$ cat src/rtl/core/pprp_pkg.sv
// Shared types, codes and byte-step functions for the pixel POST request parser.
package pprp_pkg;

  // Result status codes
  typedef enum logic [2:0] {
    ST_OK        = 3'd0,
    ST_NOT_POST  = 3'd1,
    ST_EXIT      = 3'd2,
    ST_DUPLICATE = 3'd3,
    ST_INCOMPLETE = 3'd4
  } status_t;

  // Number parse phases
  typedef enum logic [1:0] {
    PH_SPACE  = 2'd0,
    PH_DIGITS = 2'd1,
    PH_DONE   = 2'd2
  } num_phase_t;

  localparam int unsigned NumFields = 5;
  localparam logic [2:0] HeadLen  = 3'd4;
  localparam logic [3:0] ExitLen  = 4'd11;
  localparam logic [3:0] ExitFail = 4'd15;
  localparam logic [4:0] AllNames = 5'h1f;

  localparam logic [7:0] ChNewline = 8'h0a;
  localparam logic [7:0] ChAmp     = 8'h26;
  localparam logic [7:0] ChEquals  = 8'h3d;
  localparam logic [7:0] ChPlus    = 8'h2b;
  localparam logic [7:0] ChMinus   = 8'h2d;
  localparam logic [7:0] ChZero    = 8'h30;
  localparam logic [7:0] ChNine    = 8'h39;
  localparam logic [7:0] ChSpace   = 8'h20;

  // Parser state, one update per byte
  typedef struct packed {
    logic [2:0]                 header_position;
    logic                       header_bad;
    logic                       content_ended;
    logic                       line_closed;
    logic [3:0]                 exit_match_position;
    logic                       exit_seen;
    logic [1:0]                 token_position;
    logic [7:0]                 token_name;
    logic                       equals_seen;
    num_phase_t                 number_phase;
    logic                       number_negative;
    logic [7:0]                 number_value;
    logic [4:0]                 names_seen;
    logic                       duplicate_seen;
    logic [NumFields-1:0][7:0]  field_values;
  } parse_state_t;

  // One parsed request
  typedef struct packed {
    status_t    status;
    logic [7:0] pixel_x;
    logic [7:0] pixel_y;
    logic [7:0] red;
    logic [7:0] green;
    logic [7:0] blue;
  } result_t;

  function automatic logic [7:0] head_char(logic [1:0] pos);
    logic [7:0] ch;
    case (pos)
      2'd0:    ch = 8'h50;  // P
      2'd1:    ch = 8'h4f;  // O
      2'd2:    ch = 8'h53;  // S
      default: ch = 8'h54;  // T
    endcase
    return ch;
  endfunction

  // "action=exit"
  function automatic logic [7:0] exit_char(logic [3:0] pos);
    logic [7:0] ch;
    case (pos)
      4'd0:    ch = 8'h61;
      4'd1:    ch = 8'h63;
      4'd2:    ch = 8'h74;
      4'd3:    ch = 8'h69;
      4'd4:    ch = 8'h6f;
      4'd5:    ch = 8'h6e;
      4'd6:    ch = 8'h3d;
      4'd7:    ch = 8'h65;
      4'd8:    ch = 8'h78;
      4'd9:    ch = 8'h69;
      4'd10:   ch = 8'h74;
      default: ch = 8'h00;
    endcase
    return ch;
  endfunction

  function automatic logic name_known(logic [7:0] c);
    return (c == 8'h78) || (c == 8'h79) || (c == 8'h72) || (c == 8'h67) || (c == 8'h62);
  endfunction

  // Slot order x, y, r, g, b
  function automatic logic [2:0] name_slot(logic [7:0] c);
    logic [2:0] slot;
    case (c)
      8'h78:   slot = 3'd0;
      8'h79:   slot = 3'd1;
      8'h72:   slot = 3'd2;
      8'h67:   slot = 3'd3;
      default: slot = 3'd4;
    endcase
    return slot;
  endfunction

  function automatic logic is_space(logic [7:0] c);
    return (c == ChSpace) || ((c >= 8'd9) && (c <= 8'd13));
  endfunction

  function automatic parse_state_t reset_state();
    parse_state_t s;
    s = '0;
    s.number_phase = PH_SPACE;
    s.line_closed  = 1'b1;
    return s;
  endfunction

  function automatic parse_state_t number_clear(parse_state_t s_in);
    parse_state_t s;
    s = s_in;
    s.number_phase    = PH_SPACE;
    s.number_negative = 1'b0;
    s.number_value    = 8'd0;
    return s;
  endfunction

  function automatic parse_state_t number_feed(parse_state_t s_in, logic [7:0] c);
    parse_state_t s;
    logic         digit;
    logic [7:0]   acc;
    s     = s_in;
    digit = (c >= ChZero) && (c <= ChNine);
    acc   = 8'(s.number_value * 8'd10 + 8'(c - ChZero));
    case (s.number_phase)
      PH_SPACE: begin
        if (!is_space(c)) begin
          if ((c == ChPlus) || (c == ChMinus)) begin
            s.number_negative = (c == ChMinus);
            s.number_phase    = PH_DIGITS;
          end else if (digit) begin
            s.number_value = acc;
            s.number_phase = PH_DIGITS;
          end else begin
            s.number_phase = PH_DONE;
          end
        end
      end
      PH_DIGITS: begin
        if (digit) s.number_value = acc;
        else s.number_phase = PH_DONE;
      end
      default: ;
    endcase
    return s;
  endfunction

  // Close the open token and store its value if it names a field not yet seen, else flag a duplicate
  function automatic parse_state_t token_commit(parse_state_t s_in);
    parse_state_t s;
    logic [2:0]   slot;
    logic [7:0]   v;
    s    = s_in;
    slot = name_slot(s.token_name);
    v    = s.number_negative ? 8'(8'd0 - s.number_value) : s.number_value;
    if ((s.token_position != 2'd0) && name_known(s.token_name)) begin
      if (s.names_seen[slot]) begin
        s.duplicate_seen = 1'b1;
      end else begin
        s.field_values[slot] = v;
        s.names_seen[slot]   = 1'b1;
      end
    end
    s.token_position = 2'd0;
    s.token_name     = 8'd0;
    s.equals_seen    = 1'b0;
    return number_clear(s);
  endfunction

  function automatic parse_state_t line_clear(parse_state_t s_in);
    parse_state_t s;
    s = s_in;
    s.exit_match_position = 4'd0;
    s.exit_seen           = 1'b0;
    s.token_position      = 2'd0;
    s.token_name          = 8'd0;
    s.equals_seen         = 1'b0;
    s.names_seen          = 5'd0;
    s.duplicate_seen      = 1'b0;
    s.field_values        = '0;
    return number_clear(s);
  endfunction

  // Apply one non-zero content byte
  function automatic parse_state_t content_byte(parse_state_t s_in, logic [7:0] c);
    parse_state_t s;
    s = s_in;
    if (c == ChNewline) begin
      s = token_commit(s);
      s.line_closed = 1'b1;
    end else begin
      if (s.line_closed) begin
        s = line_clear(s);
        s.line_closed = 1'b0;
      end
      if (s.exit_match_position < ExitLen) begin
        if (c == exit_char(s.exit_match_position)) begin
          s.exit_match_position = s.exit_match_position + 4'd1;
          if (s.exit_match_position == ExitLen) s.exit_seen = 1'b1;
        end else begin
          s.exit_match_position = ExitFail;
        end
      end
      if (c == ChAmp) begin
        s = token_commit(s);
      end else if (s.token_position == 2'd0) begin
        s.token_name     = c;
        s.equals_seen    = (c == ChEquals);
        s                = number_clear(s);
        s.token_position = 2'd1;
      end else begin
        if (!s.equals_seen && (c == ChEquals)) begin
          s.equals_seen = 1'b1;
          s             = number_clear(s);
        end else begin
          s = number_feed(s, c);
        end
        s.token_position = 2'd2;
      end
    end
    return s;
  endfunction

endpackage

$ cat src/rtl/core/pprp_parse_core.sv
// Per-byte parser state and result decision for the pixel POST request parser.
module pprp_parse_core (
  input  logic              clk,
  input  logic              rst,
  input  logic              step,
  input  logic [7:0]        data_byte,
  input  logic              is_last,
  output logic              res_valid,
  output pprp_pkg::result_t res
);
  import pprp_pkg::*;

  parse_state_t st;
  parse_state_t st_next;
  parse_state_t work;

  // Advance the state by one byte and close the request on the last byte
  always_comb begin
    work = st;
    if (work.header_position < HeadLen) begin
      if (data_byte != head_char(work.header_position[1:0])) work.header_bad = 1'b1;
      work.header_position = work.header_position + 3'd1;
    end
    if (!work.content_ended) begin
      if (data_byte == 8'd0) work.content_ended = 1'b1;
      else work = content_byte(work, data_byte);
    end
    if (is_last) work = token_commit(work);
    st_next = is_last ? reset_state() : work;
  end

  // Pick the status by priority and zero the values unless ok
  always_comb begin
    res = '0;
    if (work.header_bad || (work.header_position < HeadLen)) res.status = ST_NOT_POST;
    else if (work.exit_seen) res.status = ST_EXIT;
    else if (work.duplicate_seen) res.status = ST_DUPLICATE;
    else if (work.names_seen == AllNames) res.status = ST_OK;
    else res.status = ST_INCOMPLETE;
    if (res.status == ST_OK) begin
      res.pixel_x = work.field_values[0];
      res.pixel_y = work.field_values[1];
      res.red     = work.field_values[2];
      res.green   = work.field_values[3];
      res.blue    = work.field_values[4];
    end
  end

  assign res_valid = step && is_last;

  // Hold state between bytes
  always_ff @(posedge clk) begin
    if (rst) begin
      st <= reset_state();
    end else if (step) begin
      st <= st_next;
    end
  end

  a_clear_after_result: assert property (@(posedge clk) disable iff (rst)
    step && is_last |=> st == reset_state())
    else $error("parser state not cleared after a result");

  a_header_bounded: assert property (@(posedge clk) disable iff (rst)
    st.header_position <= HeadLen)
    else $error("header position ran past the header");

  a_exit_consistent: assert property (@(posedge clk) disable iff (rst)
    st.exit_seen |-> st.exit_match_position == ExitLen)
    else $error("exit flag set without a full match");

endmodule

$ cat src/rtl/core/pixel_post_request_parser_unit.sv
// Top level of the pixel POST request parser: input register, parser, result register.
// A last byte accepted into the input register is parsed by the core, and its result is
//   registered in the result register and shown on m_tvalid/m_tdata.
// Throughput: one byte per cycle; a last byte waits in the input register only while an
//   earlier result is held on the output.
// Reset: rst is synchronous, active high; it empties both registers and returns the
//   parser to the start of a request.
module pixel_post_request_parser_unit (
  input  logic        clk,
  input  logic        rst,
  input  logic        s_tvalid,
  output logic        s_tready,
  input  logic [7:0]  s_tdata,   // [7:0] data_byte
  input  logic        s_tlast,   // is_last
  output logic        m_tvalid,
  input  logic        m_tready,
  output logic [47:0] m_tdata    // [2:0] status, [10:3] pixel_x, [18:11] pixel_y,
                                 // [26:19] red, [34:27] green, [42:35] blue, [47:43] zero
);
  import pprp_pkg::*;

  logic       in_valid;
  logic [7:0] in_byte;
  logic       in_last;
  logic       step;
  logic       res_valid;
  result_t    res;
  result_t    out_res;

  // Parse the held byte unless it closes a request whose result has no room
  assign step     = in_valid && (!in_last || !m_tvalid || m_tready);
  assign s_tready = !in_valid || step;

  // Input register
  always_ff @(posedge clk) begin
    if (rst) begin
      in_valid <= 1'b0;
    end else if (s_tready) begin
      in_valid <= s_tvalid;
    end
  end

  always_ff @(posedge clk) begin
    if (s_tready && s_tvalid) begin
      in_byte <= s_tdata;
      in_last <= s_tlast;
    end
  end

  pprp_parse_core u_core (
    .clk       (clk),
    .rst       (rst),
    .step      (step),
    .data_byte (in_byte),
    .is_last   (in_last),
    .res_valid (res_valid),
    .res       (res)
  );

  // Result register: drop on transfer, load on a new result
  always_ff @(posedge clk) begin
    if (rst) begin
      m_tvalid <= 1'b0;
    end else if (res_valid) begin
      m_tvalid <= 1'b1;
    end else if (m_tready) begin
      m_tvalid <= 1'b0;
    end
  end

  always_ff @(posedge clk) begin
    if (res_valid) out_res <= res;
  end

  assign m_tdata = {5'd0, out_res.blue, out_res.green, out_res.red,
                    out_res.pixel_y, out_res.pixel_x, out_res.status};

  a_result_follows_last: assert property (@(posedge clk) disable iff (rst)
    step && in_last |=> m_tvalid)
    else $error("last byte parsed but no result shown");

  a_stall_only_when_full: assert property (@(posedge clk) disable iff (rst)
    !s_tready |-> in_valid && in_last && m_tvalid && !m_tready)
    else $error("input stalled without a blocked result");

  a_values_zero_on_error: assert property (@(posedge clk) disable iff (rst)
    m_tvalid && (out_res.status != ST_OK) |-> m_tdata[42:3] == 40'd0)
    else $error("values present on an error result");

endmodule
$ cat config.mk
export PLATFORM = sky130hd
export DESIGN_NAME = pixel_post_request_parser_unit
export DESIGN_NICKNAME = d
export VERILOG_FILES = /design/src/rtl/core/pprp_pkg.sv /design/src/rtl/core/pprp_parse_core.sv /design/src/rtl/core/pixel_post_request_parser_unit.sv
export SDC_FILE = /design/constraint.sdc
export NUM_CORES = 1
export LEC_CHECK = 0
export BUFFER_PORTS_ARGS = -buffer_cell sky130_fd_sc_hd__buf_2
export CELL_PAD_IN_SITES_DETAIL_PLACEMENT = 0
export CELL_PAD_IN_SITES_GLOBAL_PLACEMENT = 2
export CORE_ASPECT_RATIO = 0.8
export CORE_MARGIN = 2
export CORE_UTILIZATION = 37
export DETAILED_ROUTE_END_ITERATION = 10
export GPL_TIMING_DRIVEN = 0
export PLACE_DENSITY_LB_ADDON = 0.2
export SYNTH_ARGS = -nofsm -noshare
export SYNTH_HDL_FRONTEND = slang
export SYNTH_SLANG_ARGS = --single-unit
$ cat constraint.sdc
create_clock -name clk -period 5 [get_ports clk]
set_input_delay 1.5 -clock clk [delete_from_list [all_inputs] [get_ports clk]]
set_output_delay 1.5 -clock clk [all_outputs]
set_load 0.005 [all_outputs]
==> flow_metrics.env, run 1 <==
export IMPL_vias_per_cell=6.01
export IMPL_syn_avg_cell_area_sq_um=8.10
export IMPL_fin_area_sq_um=10800
export IMPL_hold_class="reg2reg"
export IMPL_routabilityCongestion=0.965
export IMPL_ys_async_sr_fraction=0
export IMPL_netlist_top_cell_by_area="dfxtp_1"
export IMPL_p_leak_uw=0.00383
export IMPL_tightest_slew_ns=1.29
export IMPL_cts_made_buffers=17
export IMPL_required_ns=5.27
export IMPL_synth_fa_ha_area_frac=0.0350
export IMPL_path_max_fanout=10
export IMPL_startpoint_type="flop"
export IMPL_max_slew_margin=0.139
export IMPL_ys_types=85
export IMPL_coreArea_sq_um=25000
export IMPL_peakVddDrop_mv=0.204
export IMPL_hpwl_microns=28500
export IMPL_ys_ff_latch=133
export IMPL_synth_edf_count=52
export IMPL_multi_input_comb_area_sq_um=5680
export IMPL_path_class="reg2reg"
export IMPL_setup_violations=0
export IMPL_synth_area_leaders="dfxtp_1 17%, edfxtp_1 17%, nor2_1 6.1%"
export IMPL_layout_commonest_cell="nor2_1"
export IMPL_cap_viol_max_count=0
export IMPL_synth_top_family_by_area="compound AO/OA/AOI/OAI gates"
export IMPL_synth_xor_area_frac=0.0403
export IMPL_initial_utilization=0.373
export IMPL_yosys_warnings=0
export IMPL_p_per_area_nw_per_um2=263
export IMPL_maxSlewViolCount=0
export IMPL_synthMuxAreaShare=0.0507
export IMPL_clk_pin_slew_worst_paths_ns=0.07
export IMPL_status="completed"
export IMPL_drc=0
export IMPL_root_buffer="clkbuf_16"
export IMPL_first_iter_violations=1060
export IMPL_met3_usage=0.0743
export IMPL_yosysSeqAreaShare=0.340
export IMPL_whs_endpoint="u_core.st[35]$_SDFFE_PP0P_"
export IMPL_end_kind="flop"
export IMPL_synth_cells=1155
export IMPL_yosys_area_share_simple=0.237
export IMPL_cts_sinks=133
export IMPL_routed_wl_microns=37700
export IMPL_finClkSkew_ns=0.00991
export IMPL_fin_hold_ws_ns=0.453
export IMPL_grt_pass1_vias=8784
export IMPL_timing_rr_start="in_byte[5]$_DFFE_PP_"
export IMPL_critical_path_startpoint="in_byte[5]$_DFFE_PP_"
export IMPL_io_pins=63
export IMPL_tritoncts="built"
export IMPL_grt_met1_usage=0.437
export IMPL_utilization=0.432
export IMPL_rr_endpoint="m_tdata[4]$_SDFFCE_PP0P_"
export IMPL_dieWidth_microns=182
export IMPL_h_tree_depth=4
export IMPL_fmax_ghz=0.207
export IMPL_grt_pass1_wl_microns=56700
export IMPL_period_needed_ns=4.84
export IMPL_met2_usage=0.391
export IMPL_area_growth_pct=15.8
export IMPL_io_buffer_count=57
export IMPL_grtUsageTotal=0.287
export IMPL_fill_cells=2555
export IMPL_antenna_found_initial=1
export IMPL_critical_path_arrival_ns=5.10
export IMPL_rr_worst_depth=13
export IMPL_num_vias=9482
export IMPL_synth_flop_cell="dfxtp_1"
export IMPL_wl_per_cell_microns=23.9
export IMPL_core_rowCount=52
export IMPL_place_area_sq_um=10100
export IMPL_grt_ovfl_total=0
export IMPL_holdCritStartpoint="u_core.st[35]$_SDFFE_PP0P_"
export IMPL_clk_latency_ns=0.44
export IMPL_clockBufferDepth=2
export IMPL_ant_nets=0
export IMPL_r2r_setup_slack_ns=0.16
export IMPL_register_area_sq_um=3180
export IMPL_rsz0062_at_grt="false"
export IMPL_synth_top_area_share=0.173
export IMPL_firstDrtPassIters=6
export IMPL_grt_max_degree=42
export IMPL_final_cell_mix="152 x nor2_1, 97 x nand2_1, 81 x dfxtp_1, 73 x o21ai_0, 71 x buf_2"
export IMPL_syn_cell_area_sq_um=9360
export IMPL_dieArea_sq_um=26600
export IMPL_busiest_layer="met1"
export IMPL_diodes=0
export IMPL_fin_nets=1278
export IMPL_hold_violations=0
export IMPL_min_period_over_period=0.967
export IMPL_fp_dieH_microns=146
export IMPL_min_path_cells=2
export IMPL_drive_above_1_share=0.128
export IMPL_synth_compound_area_frac=0.238
-- worst max-delay path by stage --
stage | endpoint | slack (ns)
2_1_floorplan | m_tdata[41]$_SDFFCE_PP0P_ | 0.58
3_3_place_gp | m_tdata[17]$_SDFFCE_PP0P_ | -1.96
3_5_place_dp | m_tdata[17]$_SDFFCE_PP0P_ | -1.94
4_1_cts | m_tdata[42]$_SDFFCE_PP0P_ | 0.02
5_1_grt | m_tdata[20]$_SDFFCE_PP0P_ | 0.03
6_report | m_tdata[4]$_SDFFCE_PP0P_ | 0.16
-- routing by layer --
metal | up-vias | routed length, microns
li1 | 4419 | -
met1 | 4526 | 18100
met2 | 481 | 15000
met3 | 56 | 3930
met4 | 0 | 732
met5 | - | 0
-- Yosys cell counts (4+ instances only) --
cell and instances:
xnor2_1 29, edfxtp_1 52, nand3_1 26, a22o_1 10, o2111a_1 6, nor3_1 64
a211oi_1 4, o22ai_1 13, a31oi_1 14, or4_1 4, buf_1 6, o31ai_1 7
a21oi_1 65, nor2b_1 17, a32oi_1 10, a22oi_1 50, o221ai_1 5, mux2i_1 44
nor2_1 152, buf_4 8, ha_1 23, clkbuf_1 63, o21ai_0 73, inv_1 40
o211ai_1 4, or2_2 5, buf_2 13, xor2_1 14, nand2b_1 11, or3_1 4
a2bb2oi_1 4, and2_1 6, dfxtp_1 81, nor4_1 10, and3_1 10, nand4_1 9
a21o_1 10, o21a_1 4, nand2_1 98, nor3b_1 7, o21ai_1 7
-- registers in the layout, summed over array words and instances, names as in the netlist --
signal and count:
in_byte 8, u_core.st 79, m_tdata 43, m_tvalid 1
in_valid 1, in_last 1
-- what timing repair did --
action | 4_1_cts | 5_1_grt
pin swaps | 1 | 1
setup buffers | 2 | 2
resized for setup | 14 | 13
endpoints found under the setup margin | 64 | 40
hold buffers | 0 | 0
-- through the flow --
step           power (uW)  instances  TNS (ns)  worst slack, ns
5_1_grt              2930       1577         0           0.0322
3_5_place_dp         1450       1541    -70.41            -1.94
4_1_cts              2850       1573         0           0.0204
6_report             2850       1577         0            0.165
2_1_floorplan        1340       1159         0            0.579
3_3_place_gp         1450       1540    -74.32            -1.96
-- power by group --
part | total, uW | internal, uW | switching [uW]
Clock | 1420 | 885 | 533
Sequential | 1150 | 1140 | 13.7
Combinational | 280 | 77.2 | 203
Total | 2850 | 2100 | 750
-- area by class of cell --
class                      instances  share of cell area
clock inverter                    13              0.0191
multi-input combinational        895               0.525
clock buffer                      19              0.0400
sequential                       133               0.294
tap                              324              0.0374
timing repair buffer              64              0.0333
inverter                          40              0.0142
buffer                            89              0.0375
-- cells by family (layout without fill, tap and decap cells) --
kind of cell | count (synthesis) | after routing
other cells | 1 | 5
compound gates | 327 | 327
xor+xnor | 43 | 43
fa+ha+maj | 25 | 25
buf+inv | 131 | 225
mux | 47 | 47
simple gates | 448 | 448
flops | 133 | 133
-- worst max-delay path, stage by stage (launching register included) --
cell and delay, ns:
edfxtp_1 0.35, buf_2 0.29, nor4_4 0.13, a21oi_1 0.33, clkbuf_1 0.55, o2111ai_1 0.49
nor3_1 0.30, a311o_1 0.48, inv_1 0.18, ha_1 0.31, nor2_1 0.04, a21oi_1 0.79
mux2i_1 0.23, nor3_1 0.19
(Power assumes the default switching activity.)
==> inputs of run 2 (changes only) <==
--- a/config.mk
+++ b/config.mk
@@ -7,2 +7,3 @@
 export LEC_CHECK = 0
+export ABC_CLOCK_PERIOD_IN_PS = 5000
 export BUFFER_PORTS_ARGS = -buffer_cell sky130_fd_sc_hd__buf_2
==> constraint.sdc (replaced) <==
create_clock -name clk -period 5 [get_ports clk]
set_input_delay 0.25 -clock clk [delete_from_list [all_inputs] [get_ports clk]]
set_output_delay 0.25 -clock clk [all_outputs]
set_load 0.005 [all_outputs]
==> run 2 against run 1 <==
  * Sequential cell count stayed put
  * Routed wire length is 0.39% higher
  * Utilization rose by 0.36 points
  * Critical path depth unchanged
  * Global-route usage is essentially flat
  * Worst setup slack improved by 0.073 ns
  * Highest routed layer unchanged
==> flow_metrics.env, run 2 (synthesis results as in run 1) <==
export IMPL_status="completed"
export IMPL_maxSlewViolCount=0
export IMPL_diodes=0
export IMPL_dieArea_sq_um=26600
export IMPL_r2r_setup_slack_ns=0.24
export IMPL_p_leak_uw=0.00386
export IMPL_grt_ovfl_total=0
export IMPL_period_needed_ns=4.76
export IMPL_critical_path_cell_chain="buf_2 > nor4_4 > a21oi_1 > clkbuf_1 > o2111ai_1 > nor3_1 > a311o_1 > inv_1 > ha_1 > nor2_1 > a21oi_1 > mux2i_1 > nor3_1"
export IMPL_cts_sinks=133
export IMPL_grtUsageTotal=0.287
export IMPL_cap_viol_max_count=0
export IMPL_min_period_over_period=0.952
export IMPL_fin_hold_ws_ns=0.0867
export IMPL_min_path_cells=3
export IMPL_top_register="u_core.st"
export IMPL_fp_dieH_microns=146
export IMPL_tightest_slew_ns=1.34
export IMPL_hold_class="in2reg"
export IMPL_fin_nets=1287
export IMPL_clk_latency_ns=0.44
export IMPL_hpwl_microns=28500
export IMPL_layout_commonest_cell="nor2_1"
export IMPL_end_kind="flop"
export IMPL_dieWidth_microns=182
export IMPL_startpoint_type="flop"
export IMPL_path_class="reg2reg"
export IMPL_ant_nets=0
export IMPL_p_per_area_nw_per_um2=262
export IMPL_routed_wl_microns=37900
export IMPL_required_ns=5.27
export IMPL_antenna_found_initial=1
export IMPL_num_vias=9566
export IMPL_grt_pass1_wl_microns=56800
export IMPL_timing_rr_start="in_byte[5]$_DFFE_PP_"
export IMPL_drive_above_1_share=0.128
export IMPL_first_iter_violations=1103
export IMPL_setup_violations=0
export IMPL_clk_pin_slew_worst_paths_ns=0.06
export IMPL_hold_violations=0
export IMPL_clockBufferDepth=2
export IMPL_peakVddDrop_mv=0.203
export IMPL_max_slew_margin=0.102
export IMPL_coreArea_sq_um=25000
export IMPL_initial_utilization=0.373
export IMPL_final_cell_mix="152 x nor2_1, 97 x nand2_1, 81 x dfxtp_1, 73 x o21ai_0, 71 x buf_2"
export IMPL_routabilityCongestion=0.965
export IMPL_h_tree_depth=4
export IMPL_setup_tns_ns=0
export IMPL_drc=0
export IMPL_grt_pass1_vias=8808
export IMPL_grt_max_degree=42
export IMPL_finClkSkew_ns=0.0112
export IMPL_cts_made_buffers=17
export IMPL_io_buffer_count=57
export IMPL_vias_per_cell=6.03
export IMPL_fmax_ghz=0.210
export IMPL_path_max_fanout=10
export IMPL_wl_per_cell_microns=23.9
export IMPL_whs_endpoint="in_valid$_SDFFE_PP0N_"
export IMPL_area_growth_pct=16.8
export IMPL_rr_worst_depth=13
export IMPL_root_buffer="clkbuf_16"
export IMPL_rsz0062_at_grt="false"
export IMPL_fin_total_pwr_uw=2860
export IMPL_cp_slowest_stage_delay_ns=0.72
export IMPL_rr_endpoint="m_tdata[4]$_SDFFCE_PP0P_"
export IMPL_largest_register_ffs=79
export IMPL_core_rowCount=52
export IMPL_tritoncts="built"
export IMPL_io_pins=63
export IMPL_firstDrtPassIters=6
export IMPL_crit_slowest_cell="a21oi_1"
export IMPL_holdCritStartpoint="s_tvalid"
export IMPL_critical_path_arrival_ns=5.03
-- run 2: how the worst max path moves through the flow --
stage | end | from | cells after the start | slack [ns]
after global placement | m_tdata[17]$_SDFFCE_PP0P_ | u_core.st[73]$_SDFFE_PP1P_ | 17 | -1.96
after detailed placement | m_tdata[17]$_SDFFCE_PP0P_ | u_core.st[73]$_SDFFE_PP1P_ | 17 | -1.94
after CTS | m_tdata[42]$_SDFFCE_PP0P_ | u_core.st[64]$_SDFFE_PP0P_ | 12 | 0.02
after global routing | m_tdata[18]$_SDFFCE_PP0P_ | u_core.st[73]$_SDFFE_PP1P_ | 17 | 0.01
final | m_tdata[4]$_SDFFCE_PP0P_ | in_byte[5]$_DFFE_PP_ | 13 | 0.24
after floorplan | m_tdata[41]$_SDFFCE_PP0P_ | u_core.st[73]$_SDFFE_PP1P_ | 17 | 0.58
-- run 2: cell type report --
cell class              count  area, sq um
repair buffers             73          450
clock inverters            13          206
clock buffers              19          433
inverters                  40          154
plain buffers              89          407
well taps                 324          405
multi-input cells         895         5680
fillers                  2547        14100
flip-flops and latches    133         3180
-- run 2: power breakdown --
| group | switching [uW] | internal [uW] | total (uW) |
|---|---|---|---|
| clock | 537 | 886 | 1420 |
| sequential | 13.7 | 1140 | 1150 |
| combinational | 203 | 81.7 | 285 |
-- run 2: worst max-delay path: cells and delay by family (launching register included) --
kind,cells,cell delay (ns)
AO/OA/AOI/OAI,4,2.02
adder cells (fa/ha/maj),1,0.31
buffers and inverters,3,1.02
flip-flops,1,0.35
multiplexers,1,0.22
AND/OR/NAND/NOR,4,0.65
-- run 2: timing repair --
action / CTS / global route
buffers inserted: 2 / 2
endpoints found under the hold margin: 9 / 0
hold buffers: 9 / 0
pin swaps: 1 / 1
resized for setup: 14 / 12
endpoints found under the setup margin: 64 / 40
-- run 2: layer usage --
metal	wire length, microns	vias up	GRT usage
met1	18000	4550	0.437
met3	4080	61	0.0743
met2	15100	514	0.392
met5	0	-	0
li1	-	4441	-
met4	773	0	0.0837
-- run 2: per-stage QoR --
stage / setup WS, ns / util / cells / instance area (sq um)
2_1_floorplan: 0.579 / - / 1159 / 9370
6_report: 0.238 / 0.436 / 1586 / 10900
3_5_place_dp: -1.94 / 0.402 / 1541 / 10100
5_1_grt: 0.0125 / 0.436 / 1586 / 10900
3_3_place_gp: -1.96 / 0.402 / 1540 / 10100
4_1_cts: 0.0204 / 0.434 / 1582 / 10900
==> inputs of run 3 (changes only) <==
Settings changed: BUFFER_PORTS_ARGS -buffer_cell sky130_fd_sc_hd__buf_2 to -buffer_cell sky130_fd_sc_hd__buf_4.
==> run 3 against run 2 <==
  * Hold slack got worse by 0.016 ns
  * Register-to-register slack got worse by 0.08 ns
  * Die area did not move
  * Non-clock buffer count shrank 5
  * Fmax decreased by 1.7%
  * Worst setup slack worse by 0.084 ns
  * Cell count decreased by 0.32%
  * Sequential cell count did not move
  * Critical path depth is the same
==> flow_metrics.env, run 3 (synthesis results as in run 1) <==
export IMPL_status="completed"
export IMPL_vias_per_cell=6.04
export IMPL_dp_slack_ns=-1.83
export IMPL_fin_area_sq_um=11000
export IMPL_register_area_sq_um=3180
export IMPL_cp_slowest_stage_delay_ns=0.78
export IMPL_dp_cells=1541
export IMPL_p_sw_uw=760
export IMPL_grt_pass1_wl_microns=56200
export IMPL_fill_cells=2548
export IMPL_routabilityCongestion=0.965
export IMPL_p_leak_uw=0.00383
export IMPL_path_max_fanout=10
export IMPL_layout_commonest_cell="nor2_1"
export IMPL_maxSlewViolCount=0
export IMPL_diodes=0
export IMPL_timing_rr_start="in_byte[5]$_DFFE_PP_"
export IMPL_pwr_share_clk=0.477
export IMPL_max_slew_margin=0.188
export IMPL_final_cell_mix="152 x nor2_1, 97 x nand2_1, 81 x dfxtp_1, 73 x o21ai_0, 67 x buf_4"
export IMPL_cts_sinks=133
export IMPL_fin_nets=1282
export IMPL_h_tree_depth=4
export IMPL_clockBufferDepth=2
export IMPL_dieArea_sq_um=26600
export IMPL_hold_violations=0
export IMPL_rr_endpoint="m_tdata[20]$_SDFFCE_PP0P_"
export IMPL_grt_max_degree=42
export IMPL_root_buffer="clkbuf_16"
export IMPL_ant_nets=0
export IMPL_initial_utilization=0.373
export IMPL_io_buffer_count=57
export IMPL_setup_tns_ns=0
export IMPL_critical_path_cell_chain="buf_2 > nor4_4 > a21oi_1 > clkbuf_1 > o2111ai_1 > nor3_1 > a311o_1 > inv_1 > ha_1 > nor2_1 > a21oi_1 > mux2i_1 > nor3_1"
export IMPL_fin_total_pwr_uw=2750
export IMPL_hold_class="in2reg"
export IMPL_hpwl_microns=28300
export IMPL_clk_latency_ns=0.44
export IMPL_drive_above_1_share=0.124
export IMPL_finClkSkew_ns=0.0111
export IMPL_required_ns=5.26
export IMPL_whs_endpoint="in_valid$_SDFFE_PP0N_"
export IMPL_p_per_area_nw_per_um2=251
export IMPL_critical_path_arrival_ns=5.11
export IMPL_wl_per_cell_microns=23.7
export IMPL_top_register="u_core.st"
export IMPL_grt_ovfl_total=0
export IMPL_period_needed_ns=4.85
export IMPL_crit_slowest_cell="a21oi_1"
export IMPL_min_period_over_period=0.969
export IMPL_routed_wl_microns=37500
export IMPL_min_path_cells=3
export IMPL_tritoncts="built"
export IMPL_area_growth_pct=17.4
export IMPL_peakVddDrop_mv=0.251
export IMPL_firstDrtPassIters=6
export IMPL_rsz0062_at_grt="true"
export IMPL_clk_pin_slew_worst_paths_ns=0.07
export IMPL_holdCritStartpoint="s_tvalid"
export IMPL_fp_dieH_microns=146
export IMPL_power_frac_seq=0.419
export IMPL_tightest_slew_ns=1.21
export IMPL_cap_viol_max_count=0
export IMPL_dieWidth_microns=182
export IMPL_grt_pass1_vias=8765
export IMPL_antenna_found_initial=0
export IMPL_place_area_sq_um=10200
export IMPL_share_comb_of_total_power=0.104
export IMPL_end_kind="flop"
export IMPL_cts_made_buffers=17
export IMPL_r2r_setup_slack_ns=0.15
export IMPL_postLayoutSetupSlackWorst_ns=0.154
export IMPL_switching_share=0.276
export IMPL_cp_num_buf_inv=3
export IMPL_coreArea_sq_um=25000
export IMPL_rr_worst_depth=13
export IMPL_power_internal_uw=1990
export IMPL_multi_input_comb_area_sq_um=5680
export IMPL_drc=0
export IMPL_setup_violations=0
export IMPL_largest_register_ffs=79
export IMPL_critPathTopFamily="compound AO/OA/AOI/OAI gates"
export IMPL_io_pins=63
export IMPL_path_class="reg2reg"
export IMPL_fmax_ghz=0.206
export IMPL_fin_cells=1581
export IMPL_grtUsageTotal=0.284
export IMPL_first_iter_violations=1287
export IMPL_num_vias=9557
export IMPL_startpoint_type="flop"
export IMPL_core_rowCount=52
## run 3: per-layer routing
metal	vias to the layer above	routed length [microns]	global-route usage
met5	-	0	0
met4	0	657	0.0801
met3	41	4320	0.0890
met2	567	15000	0.392
met1	4535	17500	0.420
li1	4414	-	-
## run 3: repair_timing
item / 4_1_cts / 5_1_grt
setup buffers: 2 / 0
pin swaps: 1 / 0
hold endpoints to repair: 9 / 0
endpoints found under the setup margin: 64 / 40
resized for setup: 13 / 5
hold buffers: 9 / 0
## run 3: worst max path at each step
stage	from	endpoint	slack [ns]	cells past startpoint
4_1_cts	u_core.st[73]$_SDFFE_PP1P_	m_tdata[18]$_SDFFCE_PP0P_	0.02	16
3_3_place_gp	u_core.st[73]$_SDFFE_PP1P_	m_tdata[17]$_SDFFCE_PP0P_	-1.97	17
3_5_place_dp	u_core.st[73]$_SDFFE_PP1P_	m_tdata[17]$_SDFFCE_PP0P_	-1.83	17
6_report	in_byte[5]$_DFFE_PP_	m_tdata[20]$_SDFFCE_PP0P_	0.15	13
2_1_floorplan	u_core.st[73]$_SDFFE_PP1P_	m_tdata[41]$_SDFFCE_PP0P_	0.58	17
5_1_grt	u_core.st[73]$_SDFFE_PP1P_	m_tdata[40]$_SDFFCE_PP0P_	-0.14	18
## run 3: through the flow
step / hold WS (ns) / util
after global placement: 0.428 / 0.407
final: 0.0708 / 0.438
after floorplan: 0.349 / -
after CTS: 0.0510 / 0.438
after global routing: 0.0900 / 0.438
after detailed placement: 0.429 / 0.408
## run 3: area by class of cell
| class | instances | share of cell area |
|---|---|---|
| clock buffers | 18 | 0.0410 |
| flip-flops and latches | 133 | 0.290 |
| repair buffers | 69 | 0.0515 |
| inverters | 40 | 0.0140 |
| clock inverters | 14 | 0.0137 |
| plain buffers | 88 | 0.0357 |
| well taps | 324 | 0.0369 |
| multi-input cells | 895 | 0.517 |
## run 3: power groups by stage
stage	registers, uW	logic, uW	clock network, uW
detailed placement	1180	273	0
CTS	1150	281	1320
global placement	1180	273	0
floorplan	1170	169	0
finish	1150	287	1310
global route	1160	308	1370
## run 3: worst reg2reg max path: cells and delay by family, from the launching register on
| family | cells | cell delay (ns) |
|---|---|---|
| AO/OA/AOI/OAI | 4 | 2.11 |
| buffers and inverters | 3 | 1.02 |
| flip-flops | 1 | 0.34 |
| adder cells (fa/ha/maj) | 1 | 0.31 |
| AND/OR/NAND/NOR | 4 | 0.69 |
| multiplexers | 1 | 0.20 |
